**config.mk**
```make
export PLATFORM = sky130hd
export DESIGN_NAME = epoch_seconds_to_date
export DESIGN_NICKNAME = d
export VERILOG_FILES = /design/src/design/esd_pkg.sv /design/src/design/epoch_seconds_to_date.sv /design/src/design/esd_ctrl.sv /design/src/design/esd_datapath.sv
export SDC_FILE = /design/constraint.sdc
export NUM_CORES = 1
export LEC_CHECK = 0
export BUFFER_PORTS_ARGS = -buffer_cell sky130_fd_sc_hd__buf_2
export CAP_MARGIN = 20
export CORE_ASPECT_RATIO = 1.1
export CORE_MARGIN = 4
export CORE_UTILIZATION = 45
export CTS_CLUSTER_SIZE = 28
export DETAILED_ROUTE_END_ITERATION = 7
export GPL_TIMING_DRIVEN = 0
export SYNTH_ARGS = -nofsm -noshare
export SYNTH_HDL_FRONTEND = slang
export SYNTH_HIERARCHICAL = 1
export SYNTH_SLANG_ARGS = --single-unit
```
**constraint.sdc**
```tcl
create_clock -name clock -period 7.6 [get_ports clock]
set_input_delay 0.38 -clock clock [delete_from_list [all_inputs] [get_ports clock]]
set_output_delay 0.38 -clock clock [all_outputs]
set_load 0.05 [all_outputs]
```
**src/design/esd_pkg.sv**
```systemverilog
// ----------------------------------------------------------------------------
// esd_pkg
// Shared types and constants for the epoch seconds to date converter.
// ----------------------------------------------------------------------------
package esd_pkg;

   localparam int unsigned SecWidth  = 32;
   localparam int unsigned DayWidth  = 16;   // days since epoch fit below 49711
   localparam int unsigned RemWidth  = 17;   // remainder below 86400

   localparam logic [RemWidth-1:0] SECS_PER_DAY  = 17'd86400;
   localparam logic [RemWidth-1:0] SECS_PER_HOUR = 17'd3600;
   localparam logic [RemWidth-1:0] SECS_PER_MIN  = 17'd60;

   // x / (2^s * d) = ((x >> s) * m) >> k with m = ceil(2^k / d), exact over the
   // operand range used here
   localparam logic [25:0] DAY_RECIP  = 26'd50903317;   // d = 675, s = 7, k = 35
   localparam logic [13:0] HOUR_RECIP = 14'd9321;       // d = 225, s = 4, k = 21
   localparam logic [10:0] MIN_RECIP  = 11'd1093;       // d = 15,  s = 2, k = 14

   localparam logic [7:0] BASE_YEAR_OFS   = 8'd70;    // 1970 - 1900
   localparam logic [7:0] NON_LEAP_CENTRY = 8'd200;   // 2100 - 1900

   typedef enum logic [3:0] {
      ST_IDLE,
      ST_DIV_DAY,
      ST_END_DAY,
      ST_DIV_HOUR,
      ST_END_HOUR,
      ST_DIV_MIN,
      ST_END_MIN,
      ST_YEAR,
      ST_MONTH,
      ST_DONE
   } state_type;

   typedef enum logic [2:0] {
      OP_NONE,
      OP_LOAD,
      OP_DIV,
      OP_END_DAY,
      OP_END_HOUR,
      OP_END_MIN,
      OP_YEAR,
      OP_MONTH
   } op_type;

   typedef enum logic [1:0] {
      DV_DAY,
      DV_HOUR,
      DV_MIN
   } divsel_type;

   typedef struct packed {
      op_type     op;
      divsel_type divsel;
   } cmd_type;

   typedef struct packed {
      logic year_done;
      logic month_done;
   } status_type;

   function automatic logic [4:0] month_len(input logic [3:0] mon, input logic leap);
      logic [4:0] len;
      case (mon) inside
         4'd1:                      len = leap ? 5'd29 : 5'd28;
         4'd3, 4'd5, 4'd8, 4'd10:   len = 5'd30;
         default:                   len = 5'd31;
      endcase
      return len;
   endfunction

endpackage

```
**src/design/epoch_seconds_to_date.sv**
```systemverilog
// ----------------------------------------------------------------------------
// epoch_seconds_to_date
// Converts unsigned 32-bit seconds since 1970-01-01 into Gregorian date/time.
// ----------------------------------------------------------------------------
// Usage:
//   A request is taken at a rising edge with start high and busy low; the
//   seconds count is sampled there. busy stays high until the result has
//   been shown. The result appears on the rsp_ ports for exactly one cycle
//   with rsp_valid high; the receiver cannot hold it off, so it must take
//   it then. One request is in flight at a time.
//   The time from the accepting edge to the rsp_valid cycle grows with the
//   number of whole years since 1970 and with the month index. It is set by
//   constant division (a quotient and a remainder step each for days, hours
//   and minutes), by the year and month counters, one year or month per
//   cycle plus a last step each that stops it, and by the done state that
//   shows the result. A new request may follow in the cycle after rsp_valid.
//   Reset is synchronous and returns the sequencer to idle; any request in
//   flight is dropped and no result is shown for it.
// ----------------------------------------------------------------------------
module epoch_seconds_to_date (
   input  logic        clock,
   input  logic        reset,
   input  logic        start,
   output logic        busy,
   input  logic [31:0] req_epoch_seconds,
   output logic        rsp_valid,
   output logic [7:0]  rsp_year_since_1900,
   output logic [3:0]  rsp_month_index,
   output logic [4:0]  rsp_day_of_month,
   output logic [4:0]  rsp_hour_of_day,
   output logic [5:0]  rsp_minute_of_hour,
   output logic [5:0]  rsp_second_of_minute
);
   import esd_pkg::*;

   cmd_type    cmd;
   status_type status;

   esd_ctrl u_ctrl (
      .clock  (clock),
      .reset  (reset),
      .start  (start),
      .status (status),
      .cmd    (cmd),
      .busy   (busy),
      .done   (rsp_valid)
   );

   esd_datapath u_datapath (
      .clock            (clock),
      .cmd              (cmd),
      .epoch_seconds    (req_epoch_seconds),
      .status           (status),
      .year_since_1900  (rsp_year_since_1900),
      .month_index      (rsp_month_index),
      .day_of_month     (rsp_day_of_month),
      .hour_of_day      (rsp_hour_of_day),
      .minute_of_hour   (rsp_minute_of_hour),
      .second_of_minute (rsp_second_of_minute)
   );

endmodule

```
**src/design/esd_ctrl.sv**
```systemverilog
// ----------------------------------------------------------------------------
// esd_ctrl
// Sequencer: quotient and remainder steps for days, hours and minutes, then
// the year and month walks.
// ----------------------------------------------------------------------------
module esd_ctrl (
   input  logic               clock,
   input  logic               reset,
   input  logic               start,
   input  esd_pkg::status_type status,
   output esd_pkg::cmd_type    cmd,
   output logic               busy,
   output logic               done
);
   import esd_pkg::*;

   state_type  state_ff, state_in;

   always_ff @(posedge clock) begin
      if (reset) begin
         state_ff <= ST_IDLE;
      end else begin
         state_ff <= state_in;
      end
   end

   // next state
   always_comb begin
      state_in = state_ff;
      unique case (state_ff)
         ST_IDLE: begin
            if (start) state_in = ST_DIV_DAY;
         end
         ST_DIV_DAY:  state_in = ST_END_DAY;
         ST_END_DAY:  state_in = ST_DIV_HOUR;
         ST_DIV_HOUR: state_in = ST_END_HOUR;
         ST_END_HOUR: state_in = ST_DIV_MIN;
         ST_DIV_MIN:  state_in = ST_END_MIN;
         ST_END_MIN:  state_in = ST_YEAR;
         ST_YEAR:     if (status.year_done) state_in = ST_MONTH;
         ST_MONTH:    if (status.month_done) state_in = ST_DONE;
         ST_DONE:     state_in = ST_IDLE;
         default:     state_in = ST_IDLE;
      endcase
   end

   // commands to the datapath
   always_comb begin
      cmd.op     = OP_NONE;
      cmd.divsel = DV_DAY;
      busy       = 1'b1;
      done       = 1'b0;
      unique case (state_ff)
         ST_IDLE: begin
            busy = 1'b0;
            if (start) cmd.op = OP_LOAD;
         end
         ST_DIV_DAY:  cmd.op = OP_DIV;
         ST_END_DAY:  cmd.op = OP_END_DAY;
         ST_DIV_HOUR: begin
            cmd.op     = OP_DIV;
            cmd.divsel = DV_HOUR;
         end
         ST_END_HOUR: cmd.op = OP_END_HOUR;
         ST_DIV_MIN: begin
            cmd.op     = OP_DIV;
            cmd.divsel = DV_MIN;
         end
         ST_END_MIN:  cmd.op = OP_END_MIN;
         ST_YEAR:     cmd.op = OP_YEAR;
         ST_MONTH:    cmd.op = OP_MONTH;
         ST_DONE:     done = 1'b1;
         default:     busy = 1'b1;
      endcase
   end

endmodule

```
**src/design/esd_datapath.sv**
```systemverilog
// ----------------------------------------------------------------------------
// esd_datapath
// Reciprocal-multiply division by 86400 / 3600 / 60, plus year and month
// counters.
// ----------------------------------------------------------------------------
module esd_datapath (
   input  logic                clock,
   input  esd_pkg::cmd_type    cmd,
   input  logic [31:0]         epoch_seconds,
   output esd_pkg::status_type status,
   output logic [7:0]          year_since_1900,
   output logic [3:0]          month_index,
   output logic [4:0]          day_of_month,
   output logic [4:0]          hour_of_day,
   output logic [5:0]          minute_of_hour,
   output logic [5:0]          second_of_minute
);
   import esd_pkg::*;

   logic [SecWidth-1:0] num_ff, num_in;
   logic [RemWidth-1:0] rem_ff, rem_in;
   logic [DayWidth-1:0] days_ff, days_in;
   logic [7:0]          year_ff, year_in;
   logic [3:0]          mon_ff, mon_in;
   logic [4:0]          hour_ff, hour_in;
   logic [5:0]          min_ff, min_in;
   logic [5:0]          sec_ff, sec_in;

   logic [50:0]         day_prod;
   logic [26:0]         hour_prod;
   logic [20:0]         min_prod;
   logic [31:0]         day_back;
   logic [31:0]         day_left;
   logic [RemWidth-1:0] hour_back;
   logic [11:0]         min_back;
   logic [11:0]         min_left;
   logic                leap;
   logic [8:0]          year_len;
   logic [4:0]          mon_len;

   always_ff @(posedge clock) begin
      num_ff  <= num_in;
      rem_ff  <= rem_in;
      days_ff <= days_in;
      year_ff <= year_in;
      mon_ff  <= mon_in;
      hour_ff <= hour_in;
      min_ff  <= min_in;
      sec_ff  <= sec_in;
   end

   // quotients: 86400 = 128 * 675, 3600 = 16 * 225, 60 = 4 * 15
   assign day_prod  = 51'(num_ff[SecWidth-1:7]) * 51'(DAY_RECIP);
   assign hour_prod = 27'(rem_ff[RemWidth-1:4]) * 27'(HOUR_RECIP);
   assign min_prod  = 21'(rem_ff[11:2]) * 21'(MIN_RECIP);      // remainder below 3600

   // remainders from the registered quotients
   assign day_back  = 32'(days_ff) * 32'(SECS_PER_DAY);
   assign day_left  = num_ff - day_back;
   assign hour_back = 17'(hour_ff) * SECS_PER_HOUR;
   assign min_back  = 12'(min_ff) * 12'(SECS_PER_MIN);
   assign min_left  = rem_ff[11:0] - min_back;

   // years counted from 1900; 2100 is the only century in range that is not leap
   assign leap     = (year_ff[1:0] == 2'b00) && (year_ff != NON_LEAP_CENTRY);
   assign year_len = leap ? 9'd366 : 9'd365;
   assign mon_len  = month_len(mon_ff, leap);

   assign status.year_done  = days_ff < {{(DayWidth-9){1'b0}}, year_len};
   assign status.month_done = days_ff < {{(DayWidth-5){1'b0}}, mon_len};

   always_comb begin
      num_in  = num_ff;
      rem_in  = rem_ff;
      days_in = days_ff;
      year_in = year_ff;
      mon_in  = mon_ff;
      hour_in = hour_ff;
      min_in  = min_ff;
      sec_in  = sec_ff;
      case (cmd.op)
         OP_LOAD: begin
            num_in = epoch_seconds;
         end
         OP_DIV: begin
            case (cmd.divsel)
               DV_HOUR: hour_in = hour_prod[25:21];
               DV_MIN:  min_in  = min_prod[19:14];
               default: days_in = day_prod[50:35];
            endcase
         end
         OP_END_DAY: begin
            rem_in = day_left[RemWidth-1:0];
         end
         OP_END_HOUR: begin
            rem_in = rem_ff - hour_back;
         end
         OP_END_MIN: begin
            sec_in  = min_left[5:0];
            year_in = BASE_YEAR_OFS;
            mon_in  = '0;
         end
         OP_YEAR: begin
            if (!status.year_done) begin
               days_in = days_ff - {{(DayWidth-9){1'b0}}, year_len};
               year_in = year_ff + 8'd1;
            end
         end
         OP_MONTH: begin
            if (!status.month_done) begin
               days_in = days_ff - {{(DayWidth-5){1'b0}}, mon_len};
               mon_in  = mon_ff + 4'd1;
            end
         end
         default: begin
         end
      endcase
   end

   assign year_since_1900  = year_ff;
   assign month_index      = mon_ff;
   assign day_of_month     = days_ff[4:0] + 5'd1;
   assign hour_of_day      = hour_ff;
   assign minute_of_hour   = min_ff;
   assign second_of_minute = sec_ff;

endmodule

```
* Word level (Yosys, flattened, before mapping)
Index checks and enable logic that the tools add are counted.
Storage, ports and cells: output and inout bits 36, logic and storage cells 93, input port bits 35, flip-flop bits (word level) 98
Operators by class: multiplexer cells 22, reductions and logical operators 16, add/subtract/negate cells 8, $lt $le $gt $ge 2, multipliers 6, equality and inequality tests 30
Operators with widths (number):
- 25-bit by 26-bit multiplier with 51-bit output, second input constant | 1
- 16-bit 2-to-1 mux | 3
- 16-bit one-hot mux with 3 select lines | 1
- 4-bit one-hot mux with 9 select lines | 1
- 17-bit one-hot mux with 2 select lines | 1
- 17-bit subtractor | 2
- 13-bit by 14-bit multiplier with 26-bit output, second input constant | 1
- 3-bit one-hot mux with 7 select lines | 1
- 4-bit by 3-bit == test with 1-bit output, second input constant | 5
- 10-bit by 11-bit multiplier with 20-bit output, second input constant | 1
- 4-bit == test, second input constant | 4
- 16-bit by 5-bit less-than comparator with 1-bit output | 1
- 16-bit by 9-bit less-than comparator with 1-bit output | 1
- 16-bit by 10-bit multiplier with 10-bit output, second input constant | 1
- 4-bit 2-to-1 mux | 4
- 8-bit one-hot mux with 2 select lines | 1
- 16-bit by 5-bit subtractor with 16-bit output | 1
- 16-bit by 9-bit subtractor with 16-bit output | 1
- 5-bit by 8-bit multiplier with 13-bit output, second input constant | 1
- 3-bit == test, second input constant | 4
- 4-bit by 2-bit == test with 1-bit output, second input constant | 3
- 2-bit inequality test, second input constant | 6
- 8-bit by 1-bit adder with 8-bit output, second input constant | 1
- 4-bit by 1-bit == test with 1-bit output, second input constant | 2
- other kinds (26) | 36

* Longest topological paths before layout
depth after elaboration 7, depth in mapped cells 25, mapped depth without buffers 25

* By module
Netlist, hierarchy kept.
Modules (own cells, without submodules):
- esd_datapath | seq. area each 2822.7 um2, times used 1, cells each 1843, area each 18729.2 um2
- esd_ctrl | seq. area each 80.1 um2, times used 1, cells each 36, area each 286.5 um2

* Worst setup path after synthesis
OpenSTA, ideal clock, no wires.
path type register to register, start reg u_datapath.num_ff[12], end reg u_datapath.days_ff[9], data pin, cell stages (with the launch flop) 24, setup slack 1.381 ns, required time 7.344 ns, setup time 0.256 ns, buffers on the path 0, period minus slack after synthesis 6.219 ns, data arrival time 5.963 ns, cells stage by stage edfxtp_1 > inv_1 > ha_1 > inv_1 > fa_1 > ha_1 > inv_1 > fa_1 > inv_1 > fa_1 > fa_1 > inv_1 > fa_1 > inv_1 > ha_1 > nand2_1 > o21ai_0 > o21ai_0 > a2111oi_0 > a21oi_1 > nor2b_1 > o211ai_1 > a21bo_2 > a31o_2
Between the ends: word-level cells in the longest chain between the ends 3
RTL lines:
- start, declared | RTL line esd_datapath.sv:20 | logic [SecWidth-1:0] num_ff, num_in;
- start signal, assigned | RTL line esd_datapath.sv:42 | num_ff <= num_in;
- 25-bit by 26-bit multiplier with 51-bit output | RTL line esd_datapath.sv:53 | assign day_prod = 51'(num_ff[SecWidth-1:7]) * 51'(DAY_RECIP);
- 16-bit 2-to-1 mux | RTL line esd_datapath.sv:86 | case (cmd.divsel)
- 16-bit one-hot mux with 3 select lines | RTL line esd_datapath.sv:81 | case (cmd.op)
- via u_datapath.days_in[9] | RTL line esd_datapath.sv:22 | logic [DayWidth-1:0] days_ff, days_in;
- end signal, assigned | RTL line esd_datapath.sv:44 | days_ff <= days_in;
- end, declared | RTL line esd_datapath.sv:22
The timed path passes the listed nets, and every way through them passes these cells. The select of a mux whose other input is x is not followed. A chain may end at the register's enable or synchronous reset.

* Worst setup path after layout
start reg u_datapath.num_ff[10], end reg u_datapath.days_ff[6], data pin
The elaborated chain is that of the path after synthesis.

==> metrics.yaml <==
run_status:
  outcome: "finished, final reports clean"
critical_path:
  r2r_start: "u_datapath/num_ff[10]"
  crit_chain: "inv_1 > fa_1 > fa_1 > fa_1 > fa_1 > fa_1 > inv_1 > fa_1 > ha_1 > a21oi_1 > o21ai_0 > o21ai_0 > a2111oi_0 > a21oi_1 > o21ai_2 > a221oi_1 > xor2_1 > a21oi_1"
  worstSetupPathType: "reg2reg"
  cp_top_family: "adder cells"
  worst-path-buf-inv: 2
  max_stage_delay_ns: 0.93
  crit_path_top_delay_cell: "edfxtp_1"
  cp_max_fo: 10
  worstPathRequired_ns: 7.71
  critPathCapture: "u_datapath/days_ff[6]"
  cp.depth: 18
  critical-path-top-cell-by-count: "fa_1"
  critPathLaunchType: "flop"
  crit_arrival_ns: 7.19
  ff2ff_setup_slack_ns: 0.51
  reg2reg_to: "u_datapath/days_ff[6]"
  cp-end-kind: "flop"
  worst-r2r-cell-count: 18
  crit_start: "u_datapath/num_ff[10]"
timing:
  maxSlewHeadroom: 0.411
  slew_viol_final: 0
  rsz0062_at_grt: "no"
  fin_skew_ns: 0.0220
  hold_viol: 0
  fmax_mhz: 141
  period_needed_ns: 7.09
  setup_viol: 0
  tns_ns: 0
  fin_crit_sh: 0.932
  worst_pin_slew_ns: 0.884
clock_network:
  cts.path.max_buffers: 2
  cts-htree-levels: 3
  cts.clk_slew.worst_paths_ns: 0.09
  hold_buffers: 0
  cts-root-buf: "clkbuf_16"
  cts_made_buffers: 9
  post_cts_buffers: 0
  insertion_delay_ns: 0.39
  post_cts_resized: 0
  cts.sinks: 98
  cts_tree: "done"
final_layout:
  drive_gt1_frac: 0.0643
  areaGrowthSynthToFinish_pct: 7.73
  num_antenna_cells: 0
  final_cell_mix: "497 x inv_1, 491 x ha_1, 231 x fa_1"
  fin_cells: 2536
  final_common_cell: "inv_1"
  num-fill-cells: 3882
  finalNetCount: 2728
  final_area_sq_mm: 0.0205
  register_area_sq_mm: 0.00290
  multi_input_area_sq_mm: 0.0142
job:
  max_cap_violations: 0
route:
  wl_per_cell_um: 16.5
  via_per_inst: 5.02
  drtPass1Iterations: 5
  drtIter0Drc: 460
  routed_wl_mm: 41.7
  vias: 12700
  remaining_drc_errors: 0
  detail-route-antenna-nets: 0
grt:
  grt_pass1_wl_mm: 70.5
  grt-ovfl-total: 0
  grtUsageTotal: 0.194
  grt_pass1_vias: 13900
  grt_max_degree: 20
  antenna_found_initial: 0
synthesis:
  synth_area_sq_mm: 0.0190
  ys_seq_area_frac: 0.153
  ys.flop_type: "edfxtp_1"
  synth-seq-cells: 98
  synth_cells: 1879
  ys.warnings.count: 6
  yosys.cell_types.count: 70
  synth_nets: 2636
  synthArstFlopShare: 0
  avgSynthCellArea_sq_um: 10.1
  synth-edff-count: 94
die:
  core-area_sq_mm: 0.0415
  ios: 71
  std_cell_rows: 78
  start_util: 0.458
  dieArea_sq_mm: 0.0456
  die_w_um: 204
  fp.dieH_um: 224
place:
  port_buffers: 70
  placed_cells: 2515
  gp_congestion: 0.848
  dp_hpwl_mm: 35.7
  placed_area_sq_mm: 0.0201
min_path:
  min_path_type: "in2reg"
## logic make-up after synthesis
kind of cell | synth area share
muxes | 0.00211
buffers and inverters | 0.103
and+or+nand+nor | 0.0594
DFF | 0.153
AOI/OAI and AO/OA | 0.0745
xor gates and xnor gates | 0.0424
adders and majority gates | 0.566
## cells in the mapped netlist, drive strengths merged (6+ instances only)
cell,number,area share
inv,497,0.098
ha,491,0.32
fa,231,0.24
edfxtp,94,0.15
a21oi,75,0.020
o21ai,64,0.017
nor2,57,0.011
nand2,55,0.011
xnor2,53,0.024
xor2,39,0.018
nand3,23,0.0061
a21o,15,0.0060
a211oi,14,0.0061
clkbuf,13,0.0026
nor2b,11,0.0036
nor3,10,0.0026
o21bai,10,0.0039
and3,9,0.0033
o211ai,9,0.0036
or3,9,0.0030
and2,8,0.0026
nand2b,8,0.0026
nand4,6,0.0020
## worst reg2reg max path: stages, from the launching register on
cell and delay [ns]:
edfxtp_1 0.93, inv_1 0.44, fa_1 0.65, fa_1 0.45, fa_1 0.44, fa_1 0.51, fa_1 0.49, inv_1 0.05
fa_1 0.44, ha_1 0.32, a21oi_1 0.17, o21ai_0 0.15, o21ai_0 0.25, a2111oi_0 0.14, a21oi_1 0.56, o21ai_2 0.20
a221oi_1 0.33, xor2_1 0.22, a21oi_1 0.09
## sequential cells by signal, indices dropped and copies added, names as in the netlist
signal                       count
u_ctrl/state_ff                  4
u_datapath/days_ff              16
u_datapath/hour_of_day           5
u_datapath/minute_of_hour        6
u_datapath/month_index           4
u_datapath/num_ff               32
u_datapath/rem_ff               17
u_datapath/second_of_minute      6
u_datapath/year_since_1900       8
## cell type report
| type | instances | share of cell area |
|---|---|---|
| multi-input combinational | 1266 | 0.692 |
| sequential | 98 | 0.142 |
| inverter | 497 | 0.0911 |
| tap | 560 | 0.0342 |
| timing repair buffer | 81 | 0.0214 |
| clock buffer | 9 | 0.0110 |
| clock inverter | 7 | 0.00458 |
| buffer | 18 | 0.00434 |
## layer usage
layer	vias up	part of all wire	global-route usage
met5	-	0	0
met4	0	0.023	0.0525
met3	52	0.023	0.0197
met2	160	0.52	0.356
met1	6215	0.43	0.243
li1	6297	-	-
## worst min-delay path by stage
stage / from / to / cells after the start
2_1_floorplan: u_datapath/rem_ff[0] / u_datapath/second_of_minute[0] / 0
3_3_place_gp: u_datapath/rem_ff[1] / u_datapath/second_of_minute[1] / 0
3_5_place_dp: u_datapath/rem_ff[0] / u_datapath/second_of_minute[0] / 0
4_1_cts: req_epoch_seconds[19] / u_datapath/num_ff[19] / 1
5_1_grt: req_epoch_seconds[17] / u_datapath/num_ff[17] / 1
6_report: req_epoch_seconds[19] / u_datapath/num_ff[19] / 1
## per-stage QoR
step / setup slack [ns] / util / hold WS (ns)
floorplan: 1.38 / - / 0.400
global placement: 0.376 / 0.484 / 0.403
detailed placement: 0.313 / 0.485 / 0.408
CTS: 0.297 / 0.493 / 0.131
global route: 0.236 / 0.494 / 0.140
finish: 0.514 / 0.494 / 0.153
Power is left out: the tool's default activity adds up to more than one toggle a clock period on the data nets, which glitch-free logic cannot reach.
